## config.mk

```make
export PLATFORM = sky130hd
export DESIGN_NAME = band_energy_denormalizer_core
export DESIGN_NICKNAME = d
export VERILOG_FILES = /design/src/rtl/bed_pkg.sv /design/src/rtl/bed_ctrl.sv /design/src/rtl/bed_datapath.sv /design/src/rtl/band_energy_denormalizer_core.sv
export SDC_FILE = /design/constraint.sdc
export NUM_CORES = 2
export LEC_CHECK = 0
export ABC_AREA = 1
export BUFFER_PORTS_ARGS = -buffer_cell sky130_fd_sc_hd__clkbuf_2
export CAP_MARGIN = 5
export CORE_UTILIZATION = 50
export CTS_CLUSTER_SIZE = 28
export DETAILED_ROUTE_END_ITERATION = 7
export PLACE_DENSITY = 0.7
export SETUP_SLACK_MARGIN = 0.05
export SLEW_MARGIN = 20
export SYNTH_ARGS = -nofsm -noshare
export SYNTH_HDL_FRONTEND = slang
export SYNTH_SLANG_ARGS = --single-unit
```

## constraint.sdc

```tcl
create_clock -name i_clk -period 17.9 [get_ports i_clk]
set_input_delay 2.685 -clock i_clk [delete_from_list [all_inputs] [get_ports i_clk]]
set_output_delay 2.685 -clock i_clk [all_outputs]
set_load 0.05 [all_outputs]
```

## src/rtl/bed_pkg.sv

```systemverilog
`default_nettype none
// ----------------------------------------------------------------------------
// bed_pkg
// Shared types, constants and tables for the band energy denormalizer.
// ----------------------------------------------------------------------------
package bed_pkg;

    // Number of bands in the edge table, default for the top-level parameter.
    localparam int NUM_BANDS_DEF  = 21;
    // Entries of the fractional power-of-two table.
    localparam int EXP_TABLE_SIZE = 64;
    localparam int EXP_AW         = (EXP_TABLE_SIZE > 1) ? $clog2(EXP_TABLE_SIZE) : 1;
    // Largest frame length selector that takes effect.
    localparam int MAX_SHIFT      = 3;

    // Item kinds carried in tuser.
    localparam logic KIND_ENERGY = 1'b0;
    localparam logic KIND_COEF   = 1'b1;

    // Configuration register indexes.
    localparam logic [1:0] CFG_START_BAND = 2'd0;
    localparam logic [1:0] CFG_END_BAND   = 2'd1;
    localparam logic [1:0] CFG_SHIFT      = 2'd2;

    // Band edges in units of 2^shift bins.
    localparam logic [9:0] BAND_EDGES [22] = '{
        10'd0, 10'd1, 10'd2, 10'd3, 10'd4, 10'd5, 10'd6, 10'd7, 10'd8, 10'd10,
        10'd12, 10'd14, 10'd16, 10'd20, 10'd24, 10'd28, 10'd34, 10'd40, 10'd48,
        10'd60, 10'd78, 10'd100};

    // Mean log2 energy of each band, Q10.
    localparam logic [12:0] MEAN_Q10 [21] = '{
        13'd6592, 13'd6400, 13'd5888, 13'd5440, 13'd5184, 13'd4928, 13'd4608,
        13'd4480, 13'd4992, 13'd4800, 13'd4672, 13'd4544, 13'd4992, 13'd4736,
        13'd4416, 13'd4608, 13'd4480, 13'd4736, 13'd4864, 13'd4544, 13'd3840};

    // Mantissa of 2^(t/1024) in Q30.
    typedef logic [30:0] t_mant;
    typedef t_mant t_exp_tab [EXP_TABLE_SIZE];

    // Controller states.
    typedef enum logic [2:0] {
        ST_IDLE,
        ST_BAND,
        ST_EXPO,
        ST_MULT,
        ST_ROUND,
        ST_OUT
    } t_state;

    // Commands from the controller to the datapath.
    typedef struct packed {
        logic write_energy;
        logic take_coef;
        logic find_band;
        logic calc_expo;
        logic mult;
        logic round;
        logic load_out;
    } t_dp_cmd;

    // Status from the datapath to the controller.
    typedef struct packed {
        logic out_blocked;
    } t_dp_status;

    // Integer square root, one result bit per step; used at elaboration only.
    function automatic logic [63:0] isqrt64(input logic [63:0] x);
        logic [63:0] res;
        logic [63:0] bitv;
        logic [63:0] rem;
        res  = '0;
        bitv = 64'd1 << 62;
        rem  = x;
        for (int i = 0; i < 32; i++) begin
            if (rem >= res + bitv) begin
                rem = rem - (res + bitv);
                res = (res >> 1) + bitv;
            end else begin
                res = res >> 1;
            end
            bitv = bitv >> 2;
        end
        return res;
    endfunction

    // Builds the mantissa table from products of the roots 2^(2^-m).
    function automatic t_exp_tab build_exp_tab();
        logic [63:0] roots [11];
        t_exp_tab    tab;
        logic [63:0] v;
        logic [9:0]  t;
        roots[0] = 64'd1 << 31;
        roots[1] = isqrt64(64'd1 << 61);
        for (int m = 2; m <= 10; m++) begin
            roots[m] = isqrt64(roots[m-1] << 30);
        end
        for (int k = 0; k < EXP_TABLE_SIZE; k++) begin
            t = 10'((k * 1024) / EXP_TABLE_SIZE);
            v = 64'd1 << 30;
            for (int j = 0; j < 10; j++) begin
                if (t[j]) begin
                    v = (v * roots[10-j] + (64'd1 << 29)) >> 30;
                end
            end
            tab[k] = v[30:0];
        end
        return tab;
    endfunction

endpackage
`default_nettype wire

```

## src/rtl/bed_ctrl.sv

```systemverilog
`default_nettype none
// ----------------------------------------------------------------------------
// bed_ctrl
// Controller: accepts input words and steps each coefficient through the
// datapath stages, then hands it to the output register.
// ----------------------------------------------------------------------------
module bed_ctrl
    import bed_pkg::*;
(
    input  wire logic       i_clk,
    input  wire logic       i_rst_n,
    input  wire logic       i_s_axis_tvalid,
    input  wire logic       i_s_axis_tuser,
    output logic            o_s_axis_tready,
    input  wire t_dp_status i_status,
    output t_dp_cmd         o_cmd
);

    t_state r_state;
    t_state n_state;

    // State register.
    always_ff @(posedge i_clk) begin
        if (!i_rst_n) begin
            r_state <= ST_IDLE;
        end else begin
            r_state <= n_state;
        end
    end

    // Next state and commands.
    always_comb begin
        n_state         = r_state;
        o_cmd           = '0;
        o_s_axis_tready = 1'b0;
        case (r_state)
            ST_IDLE: begin
                o_s_axis_tready = 1'b1;
                if (i_s_axis_tvalid) begin
                    if (i_s_axis_tuser == KIND_COEF) begin
                        o_cmd.take_coef = 1'b1;
                        n_state         = ST_BAND;
                    end else begin
                        o_cmd.write_energy = 1'b1;
                    end
                end
            end
            ST_BAND: begin
                o_cmd.find_band = 1'b1;
                n_state         = ST_EXPO;
            end
            ST_EXPO: begin
                o_cmd.calc_expo = 1'b1;
                n_state         = ST_MULT;
            end
            ST_MULT: begin
                o_cmd.mult = 1'b1;
                n_state    = ST_ROUND;
            end
            ST_ROUND: begin
                o_cmd.round = 1'b1;
                n_state     = ST_OUT;
            end
            ST_OUT: begin
                // Wait until the output register is free.
                if (!i_status.out_blocked) begin
                    o_cmd.load_out = 1'b1;
                    n_state        = ST_IDLE;
                end
            end
            default: begin
                n_state = ST_IDLE;
            end
        endcase
    end

    // A coefficient word always starts the band search next.
    a_coef_to_band: assert property (@(posedge i_clk) disable iff (!i_rst_n)
        (i_s_axis_tvalid && o_s_axis_tready && i_s_axis_tuser == KIND_COEF)
        |=> r_state == ST_BAND)
        else $error("coefficient did not start the band search");

    // Commands never overlap.
    a_cmd_onehot: assert property (@(posedge i_clk) disable iff (!i_rst_n)
        $onehot0(o_cmd))
        else $error("overlapping datapath commands");

    // After a result is loaded the controller is free for the next word.
    a_load_to_idle: assert property (@(posedge i_clk) disable iff (!i_rst_n)
        o_cmd.load_out |=> o_s_axis_tready)
        else $error("not ready after result load");

endmodule
`default_nettype wire

```

## src/rtl/bed_datapath.sv

```systemverilog
`default_nettype none
// ----------------------------------------------------------------------------
// bed_datapath
// Datapath: configuration, energy store, bin and band tracking, exponent,
// mantissa multiply, rounding shift and the output register.
// ----------------------------------------------------------------------------
module bed_datapath
    import bed_pkg::*;
#(
    parameter int NUM_BANDS = NUM_BANDS_DEF
) (
    input  wire logic        i_clk,
    input  wire logic        i_rst_n,
    input  wire t_dp_cmd     i_cmd,
    output t_dp_status       o_status,
    input  wire logic        i_cfg_valid,
    input  wire logic [1:0]  i_cfg_index,
    input  wire logic [4:0]  i_cfg_data,
    input  wire logic [4:0]  i_band,
    input  wire logic [15:0] i_log_energy,
    input  wire logic [15:0] i_coefficient,
    output logic             o_out_valid,
    input  wire logic        i_out_ready,
    output logic [48:0]      o_frequency_value,
    output logic [9:0]       o_bin_index,
    output logic             o_last_of_frame
);

    localparam int          BAND_AW   = (NUM_BANDS > 1) ? $clog2(NUM_BANDS) : 1;
    localparam logic [9:0]  BIN_LIMIT = 10'(BAND_EDGES[NUM_BANDS] << MAX_SHIFT);
    localparam logic [4:0]  BANDS_5   = 5'(NUM_BANDS);
    localparam t_exp_tab    EXP_TAB   = build_exp_tab();

    // Configuration registers.
    logic [4:0] r_start_band;
    logic [4:0] r_end_band;
    logic [1:0] r_shift_cfg;

    // Energy store, one entry per band, sized to a power of two.
    logic [15:0] r_energy [2**BAND_AW];

    // Bin tracking and per-item working registers.
    logic [9:0]        r_bin_cnt;
    logic [9:0]        r_bin;
    logic              r_last;
    logic [15:0]       r_mag;
    logic              r_neg;
    logic [4:0]        r_band;
    logic              r_in_range;
    logic [EXP_AW-1:0] r_k;
    logic signed [6:0] r_sh;
    logic [46:0]       r_prod;
    logic [48:0]       r_rmag;

    // Output register.
    logic        r_out_valid;
    logic [48:0] r_out_value;
    logic [9:0]  r_out_bin;
    logic        r_out_last;

    logic [1:0]  w_shift;
    logic [9:0]  w_total;
    logic [9:0]  w_bin_start;
    logic [9:0]  w_bin_next;
    logic        w_last;
    logic [4:0]  w_band;
    logic [4:0]  w_end_eff;
    logic signed [17:0] w_lg_raw;
    logic signed [17:0] w_lg;
    logic signed [7:0]  w_ip;
    logic [9:0]  w_frac;
    logic [EXP_AW+10:0] w_kprod;
    logic [1:0]  w_lshamt;
    logic [5:0]  w_rshamt;
    logic [63:0] w_rsum;

    // Frame geometry from the shift selector.
    assign w_shift = (r_shift_cfg > 2'(MAX_SHIFT)) ? 2'(MAX_SHIFT) : r_shift_cfg;
    assign w_total = BAND_EDGES[NUM_BANDS] << w_shift;

    // Frame restarts when the counter is at or past the frame length.
    assign w_bin_start = (r_bin_cnt >= w_total) ? 10'd0 : r_bin_cnt;
    assign w_bin_next  = w_bin_start + 10'd1;
    assign w_last      = (w_bin_next >= w_total);

    // Band of the current bin: the last edge at or below it.
    always_comb begin
        w_band = '0;
        for (int i = 1; i < NUM_BANDS; i++) begin
            if ((BAND_EDGES[i] << w_shift) <= r_bin) begin
                w_band = 5'(i);
            end
        end
    end

    // Exponent: energy plus band mean, clamped at 32.0.
    assign w_end_eff = (r_end_band > BANDS_5) ? BANDS_5 : r_end_band;
    assign w_lg_raw  = signed'({{2{r_energy[r_band[BAND_AW-1:0]][15]}},
                                r_energy[r_band[BAND_AW-1:0]]})
                     + signed'({5'd0, MEAN_Q10[r_band]});
    assign w_lg      = (w_lg_raw > 18'sd32768) ? 18'sd32768 : w_lg_raw;
    assign w_ip      = w_lg[17:10];
    assign w_frac    = w_lg[9:0];
    assign w_kprod   = (EXP_AW+11)'(w_frac) * (EXP_AW+11)'(EXP_TABLE_SIZE);

    // Rounding shift amounts; a non-positive shift count is a left shift.
    assign w_lshamt = 2'(-r_sh);
    assign w_rshamt = r_sh[5:0];
    assign w_rsum   = 64'(r_prod) + (64'd1 << (w_rshamt - 6'd1));

    // Configuration writes.
    always_ff @(posedge i_clk) begin
        if (!i_rst_n) begin
            r_start_band <= 5'd0;
            r_end_band   <= 5'd21;
            r_shift_cfg  <= 2'd3;
        end else if (i_cfg_valid) begin
            case (i_cfg_index)
                CFG_START_BAND: r_start_band <= i_cfg_data;
                CFG_END_BAND:   r_end_band   <= i_cfg_data;
                CFG_SHIFT:      r_shift_cfg  <= i_cfg_data[1:0];
                default: begin
                end
            endcase
        end
    end

    // Energy store writes; bands at or above NUM_BANDS are dropped.
    always_ff @(posedge i_clk) begin
        if (i_cmd.write_energy && (i_band < BANDS_5)) begin
            r_energy[i_band[BAND_AW-1:0]] <= i_log_energy;
        end
    end

    // Bin and band counters.
    always_ff @(posedge i_clk) begin
        if (!i_rst_n) begin
            r_bin_cnt <= '0;
            r_band    <= '0;
        end else begin
            if (i_cmd.take_coef) begin
                r_bin_cnt <= w_last ? 10'd0 : w_bin_next;
            end
            if (i_cmd.find_band) begin
                r_band <= w_band;
            end
        end
    end

    // Working registers of the coefficient.
    always_ff @(posedge i_clk) begin
        if (i_cmd.take_coef) begin
            r_bin  <= w_bin_start;
            r_last <= w_last;
            r_neg  <= i_coefficient[15];
            r_mag  <= i_coefficient[15] ? 16'(~i_coefficient + 16'd1) : i_coefficient;
        end
        if (i_cmd.calc_expo) begin
            r_in_range <= (r_band >= r_start_band) && (r_band < w_end_eff);
            r_k        <= w_kprod[EXP_AW+9:10];
            r_sh       <= 7'sd29 - w_ip[6:0];
        end
        if (i_cmd.mult) begin
            r_prod <= 47'(r_mag) * 47'(EXP_TAB[r_k]);
        end
        if (i_cmd.round) begin
            if (r_sh <= 7'sd0) begin
                r_rmag <= 49'(r_prod) << w_lshamt;
            end else begin
                r_rmag <= 49'(w_rsum >> w_rshamt);
            end
        end
    end

    // Output register with its valid flag.
    always_ff @(posedge i_clk) begin
        if (!i_rst_n) begin
            r_out_valid <= 1'b0;
        end else if (i_cmd.load_out) begin
            r_out_valid <= 1'b1;
        end else if (i_out_ready) begin
            r_out_valid <= 1'b0;
        end
    end

    always_ff @(posedge i_clk) begin
        if (i_cmd.load_out) begin
            if (!r_in_range) begin
                r_out_value <= '0;
            end else begin
                r_out_value <= r_neg ? 49'(~r_rmag + 49'd1) : r_rmag;
            end
            r_out_bin  <= r_bin;
            r_out_last <= r_last;
        end
    end

    assign o_status.out_blocked = r_out_valid && !i_out_ready;
    assign o_out_valid          = r_out_valid;
    assign o_frequency_value    = r_out_value;
    assign o_bin_index          = r_out_bin;
    assign o_last_of_frame      = r_out_last;

    // The bin counter never leaves the longest frame.
    a_bin_bound: assert property (@(posedge i_clk) disable iff (!i_rst_n)
        r_bin_cnt < BIN_LIMIT)
        else $error("bin counter beyond frame length");

    // A result is never loaded over one that is still waiting.
    a_no_overwrite: assert property (@(posedge i_clk) disable iff (!i_rst_n)
        i_cmd.load_out |-> !(r_out_valid && !i_out_ready))
        else $error("output word overwritten");

    // Bins outside the decoded bands give zero.
    a_zero_outside: assert property (@(posedge i_clk) disable iff (!i_rst_n)
        (i_cmd.load_out && !r_in_range) |=> r_out_value == '0)
        else $error("nonzero value outside decoded bands");

endmodule
`default_nettype wire

```

## src/rtl/band_energy_denormalizer_core.sv

```systemverilog
`default_nettype none
// Each coefficient word is stepped through the controller's six-state walk (accept,
// band search, exponent, multiply, rounding shift, output load); the output load waits
// while the output register still holds an untaken word, and no new word is accepted
// until the walk is done. Energy words are accepted while idle and give no result.
// Reset (synchronous, active low) clears the counters and the output valid flag and
// loads the configuration defaults; the energy store holds no defined value until written.
// ----------------------------------------------------------------------------
// band_energy_denormalizer_core
// Rescales normalized spectral coefficients by their band's stored energy.
// ----------------------------------------------------------------------------
module band_energy_denormalizer_core
    import bed_pkg::*;
#(
    parameter int NUM_BANDS = NUM_BANDS_DEF
) (
    input  wire logic        i_clk,
    input  wire logic        i_rst_n,
    // Configuration write channel.
    input  wire logic        i_cfg_valid,
    output logic             o_cfg_ready,
    input  wire logic [1:0]  i_cfg_index,
    input  wire logic [4:0]  i_cfg_data,
    // Input stream.
    input  wire logic        i_s_axis_tvalid,
    output logic             o_s_axis_tready,
    input  wire logic [39:0] i_s_axis_tdata,  // band[4:0], log_energy[20:5],
                                              // coefficient[36:21], zero fill
    input  wire logic        i_s_axis_tuser,  // kind[0]
    // Output stream.
    output logic             o_m_axis_tvalid,
    input  wire logic        i_m_axis_tready,
    output logic [63:0]      o_m_axis_tdata,  // frequency_value[48:0],
                                              // bin_index[58:49], zero fill
    output logic             o_m_axis_tlast   // last_of_frame
);

    t_dp_cmd    w_cmd;
    t_dp_status w_status;
    logic [48:0] w_value;
    logic [9:0]  w_bin;

    // Configuration writes are always taken.
    assign o_cfg_ready = 1'b1;

    bed_ctrl u_ctrl (
        .i_clk           (i_clk),
        .i_rst_n         (i_rst_n),
        .i_s_axis_tvalid (i_s_axis_tvalid),
        .i_s_axis_tuser  (i_s_axis_tuser),
        .o_s_axis_tready (o_s_axis_tready),
        .i_status        (w_status),
        .o_cmd           (w_cmd)
    );

    bed_datapath #(
        .NUM_BANDS (NUM_BANDS)
    ) u_datapath (
        .i_clk             (i_clk),
        .i_rst_n           (i_rst_n),
        .i_cmd             (w_cmd),
        .o_status          (w_status),
        .i_cfg_valid       (i_cfg_valid),
        .i_cfg_index       (i_cfg_index),
        .i_cfg_data        (i_cfg_data),
        .i_band            (i_s_axis_tdata[4:0]),
        .i_log_energy      (i_s_axis_tdata[20:5]),
        .i_coefficient     (i_s_axis_tdata[36:21]),
        .o_out_valid       (o_m_axis_tvalid),
        .i_out_ready       (i_m_axis_tready),
        .o_frequency_value (w_value),
        .o_bin_index       (w_bin),
        .o_last_of_frame   (o_m_axis_tlast)
    );

    // Pack the result word.
    assign o_m_axis_tdata = {5'd0, w_bin, w_value};

endmodule
`default_nettype wire
```

# Yosys cells after proc, flatten, opt, wreduce, memory -nomap -nowiden
# Memories as Yosys holds them, arrays and structs flattened. A register that Yosys moved wholly into a read port is not among the register bits.
# Index checks and enable logic that the tools add are counted.
# totals
word_cells	165
regBits	229
output_inout_bits	68
inputBits	53
mem_count	3
ram_bits	512
mem_bits_ro	2400
# memory_table
memory	depth	word_bits	read_ports	rd_ports_with_merged_regs	write_ports	line	text
(name not given)	64	31	1	0	0	bed_datapath.sv:164	r_prod <= 47'(r_mag) * 47'(EXP_TAB[r_k]);
u_datapath.r_energy	32	16	1	1	1	bed_datapath.sv:40	logic [15:0] r_energy [2**BAND_AW];
(name not given)	32	13	1	0	0	bed_datapath.sv:100	+ signed'({5'd0, MEAN_Q10[r_band]});
# classes
n_shift	24
n_eq_ne	10
magnitude_cmp	31
n_reduce_logical	11
mux	53
bitwise_logic	4
mul	1
n_addsub	8
# op_table
op	n
$le A10 B10 Y1	20
$mux W49	2
$add A47 B64 Y64	1
$shl A1 B6 Y64 const A	1
$shr A64 B6 Y49	1
$mux W31	2
$add A49 B1 Y49 const B	1
$not A49 Y49	1
$shl A47 B2 Y49	1
$mul A16 B31 Y47	1
$mux W5	8
$shl A3 B2 Y10 const A	4
$shl A4 B2 Y10 const A	4
$shl A5 B2 Y10 const A	4
$shl A6 B2 Y10 const A	4
$mux W4	8
$mux W13	2
$mux W3	7
$ge A10 B10 Y1	2
$mux W10	2
$shl A2 B2 Y10 const A	2
$shl A7 B2 Y10 const A	2
$pmux W3 S6	1
$add A16 B14 Y17	1
other kinds (35)	60

# Logic depth before layout (Yosys ltp)
# logic_depth
word_depth	26
ltp_mapped	40
depth_no_buf	36

# Cells and area by module
# Synthesis repeated with hierarchy kept, for this count alone.
# hier_totals
hier_cells	6693
area_unflattened_um2	58021.9
# by_module_without_submodules
mod	seq_area_each_um2	area_per_inst_um2	instances	cells_each
bed_datapath	21981.1	57766.7	1	6652
bed_ctrl	60.1	202.7	1	33
band_energy_denormalizer_core	0.0	52.6	1	8

# Worst setup path after synthesis
# No wires, ideal clock.
# synth_timing
path_type	register to register
startpoint	reg u_datapath.r_k[0]
endpoint	reg u_datapath.r_prod[33] (data pin)
t_required_ps	17635
path_buffers	2
setup_time_ps	265
t_arrival_ps	7390
stages_incl_launch_ff	32
setup_slack_ps	10245
period_less_slack_ps	7655
cell_sequence	edfxtp_1 -> clkbuf_1 -> inv_1 -> ha_1 -> inv_1 -> nor2_1 -> inv_1 -> a221o_1 -> nand3_1 -> nand2_1 -> inv_1 -> clkbuf_1 -> nand2_1 -> fa_1 -> fa_1 -> fa_1 -> inv_1 -> fa_1 -> fa_1 -> inv_1 -> fa_1 -> inv_1 -> ha_1 -> nand2_1 -> nor2_1 -> inv_1 -> nor4_1 -> a21oi_1 -> o21ai_0 -> a21boi_0 -> o21ai_0 -> xor2_1
# synth_between
elab_chain_len	5
# synth_lines
element	line	text
start, declared	bed_datapath.sv:50	logic [EXP_AW-1:0] r_k;
start signal, assigned	bed_datapath.sv:160	r_k <= w_kprod[EXP_AW+9:10];
$not A6 Y7 (not written as such)	bed_datapath.sv:164	
$mem_v2 Z64 W31	n/a	
$mux W31 (not written as such) (2 in a row)	bed_datapath.sv:164	
$mul A16 B31 Y47	bed_datapath.sv:164	
end signal, assigned	bed_datapath.sv:164	
end, declared	bed_datapath.sv:52	logic [46:0] r_prod;
# Every way passes these cells. The select of a mux whose other input is x is not followed.
# A chain may end at the register's enable or synchronous reset.

# Final worst setup path
# layout_timing
startpoint	reg u_datapath.r_k[3]
endpoint	reg u_datapath.r_prod[33] (data pin)
# The elaborated chain is that of the path after synthesis.

==> metrics.cfg <==
[clock_tree]
cts_made_buffers=79
cts_buffer_depth=3
cts_tree=built
cts_max_level=3
cts_root_buf=clkbuf_16
clk_latency_ps=720
cts_sinks=746
clk_pin_slew_ps=60
post-cts-setup-buffer-count=0
cts.repair.resized=0
holdBufCountCts=0

[die]
num_rows=124
core_area_sq_um=114700
die_y_microns=342.4
die_w_microns=342.4
io_pins=121
die_area_sq_um=117300
initial_core_util_pct=50.54

[worst_hold_path]
hp-class=reg2reg

[worst_setup_path]
endpoint_kind=flop
crit_top_cell=fa_1
cp_top_family=adder cells
r2r_slack_ps=8000
path_class=reg2reg
cp-start-kind=flop
path_max_fanout=59
crit_slowest_cell=clkinv_1
arrival_ps=10290
max_stage_delay_ps=700
cp_num_buf_inv=9
cp.required_ps=18290

[yosys]
mappedNetlistArea_sq_um=57950
syn_inst=6677
ys_ff_latch=746
synth-edff-count=710
synth_flop_cell=edfxtp_1
yosysWarnings=0
ys_types=78
avgSynthCellArea_sq_um=8.678
async_flop_share_pct=0
ys_seq_area_share_pct=38.04

[routing]
initialDrtViolationCount=4702
vias=48640
drtAntennaViolNets=0
vias_per_cell=5.788
drc_errors=11
wl_per_cell_microns=21.43
first_pass_iters=8
totalWireLength_mm=180.1

[timing]
worst_slack_ps=7999
finalClockSkew_ps=83.38
tns_ps=0
tightestPinTransition_ps=1068
setup_viol=0
min_period_over_period_pct=55.32
fmax_mhz=101.0
period_minus_slack_ps=9901
slew_headroom_pct=28.70
rsz0062_at_grt=no
hold_viol=0
slew_violations=0

[placed_design]
gp_congestion=1.015
hpwl_mm=132.5
io_buffer_count=111
pre_cts_ws_ps=8101

[global_routing]
grt_max_degree=116
grt_pass1_wl_mm=275.1
antenna_found_initial=5
grt_usage_pct=30.67
grt-ovfl-total=0
grt_pass1_vias=47200

[finish]
utilization_pct=55.07
multiInputGateArea_sq_um=31890
final-seq-area_sq_um=22050
layout-drive-gt1-share_pct=5.400
nNetsFinal=7582
area_growth_pct=8.972
n_fill_cell=10390

[job]
drv_cap=0

[run_status]
violations=design-rule violations
status=finished, violations left

==> flip-flops by register name (all words and copies together) (netlist names), 2 cells and up, named ones only <==
signal                        count
u_datapath.r_energy             512
u_datapath.o_frequency_value     49
u_datapath.r_rmag                49
u_datapath.r_prod                47
u_datapath.r_mag                 16
u_datapath.o_bin_index           10
u_datapath.r_bin                 10
u_datapath.r_bin_cnt             10
u_datapath.r_sh                   7
u_datapath.r_k                    6
u_datapath.r_band                 5
u_datapath.r_end_band             5
u_datapath.r_start_band           5
u_ctrl.r_state                    3
u_datapath.r_shift_cfg            2
==> metrics by stage <==
step | std cells | hold slack, ps | cell area [sq um]
finish | 8404 | 424.4 | 63140
global route | 8404 | 422.8 | 63140
CTS | 8401 | 422.2 | 63130
detailed placement | 8259 | 406.5 | 60460
global placement | 8259 | 402.3 | 60460
floorplan | 6857 | 400.3 | 58620
==> Yosys cell counts (17+ instances only) <==
cell type / count / area (sq um)
nand4_1: 31 / 193.9
fa_1: 406 / 8128
o21ai_1: 49 / 245.2
xor2_1: 52 / 455.4
o211ai_1: 37 / 277.8
ha_1: 295 / 3691
o21a_1: 17 / 127.6
clkbuf_1: 194 / 728.2
dfxtp_1: 36 / 720.7
nor4_1: 22 / 137.6
clkinv_1: 18 / 67.56
buf_1: 50 / 187.7
xnor2_1: 48 / 420.4
nor3_1: 96 / 480.5
inv_1: 903 / 3390
o221ai_1: 80 / 700.7
a31oi_1: 55 / 344.1
nand3_1: 508 / 2542
o22ai_1: 38 / 237.7
nand2_1: 1120 / 4204
o41ai_1: 22 / 192.7
o21ai_0: 482 / 2412
nor2_1: 847 / 3179
o31ai_1: 17 / 127.6
a21oi_1: 264 / 1321
buf_2: 38 / 190.2
edfxtp_1: 710 / 21320
a22oi_1: 38 / 285.3
==> path summary, 6_finish.rpt <==
check                     from  depth (start not counted)                          to
max          u_datapath.r_k[3]                         29       u_datapath.r_prod[33]
min          u_datapath.r_last                          0  u_datapath.o_last_of_frame
max reg2reg  u_datapath.r_k[3]                         29       u_datapath.r_prod[33]
min reg2reg  u_datapath.r_last                          0  u_datapath.o_last_of_frame
==> per-layer routing <==
metal | share of wire (%) | global-route usage, % | wire length (microns) | up-vias
li1 | - | - | - | 22530
met1 | 41 | 41.27 | 74420 | 23580
met2 | 45 | 48.51 | 81910 | 2118
met3 | 7.9 | 4.905 | 14220 | 412
met4 | 5.3 | 14.57 | 9538 | 4
met5 | 0.015 | 0 | 27 | -
==> kinds of logic (layout without fill, tap and decap cells) <==
family          after synthesis  after routing  share of synthesized area, %
other cells                   2            185                       0.01296
fa+ha+maj                   701            701                         20.40
compound gates             1199           1199                         12.26
simple gates               2691           2691                         19.40
xor+xnor                    101            101                         1.559
mux                           8              8                        0.1598
buf+inv                    1229           1261                         8.179
flops                       746            746                         38.04
==> area by class of cell <==
type / instances / share of cell area, %
clock inverters: 48 / 0.9729
inverters: 933 / 5.572
repair buffers: 186 / 1.771
well taps: 1512 / 2.996
clock buffers: 94 / 3.252
flip-flops and latches: 746 / 34.92
diodes: 3 / 0.01189
multi-input cells: 4882 / 50.50
==> layout by cell type (no fill, tap or decap), drive strengths merged, types with 55 or more instances in the layout <==
cell,count
nand2,1123
inv,915
nor2,855
edfxtp,710
o21ai,536
nand3,510
fa,406
ha,295
a21oi,265
clkbuf,205
conb,182
nor3,101
o221ai,80
buf,75
a31oi,55
clkinv,55
Power is not shown: default switching activity piles up to over one toggle a cycle in this logic, so the estimate is an artifact.
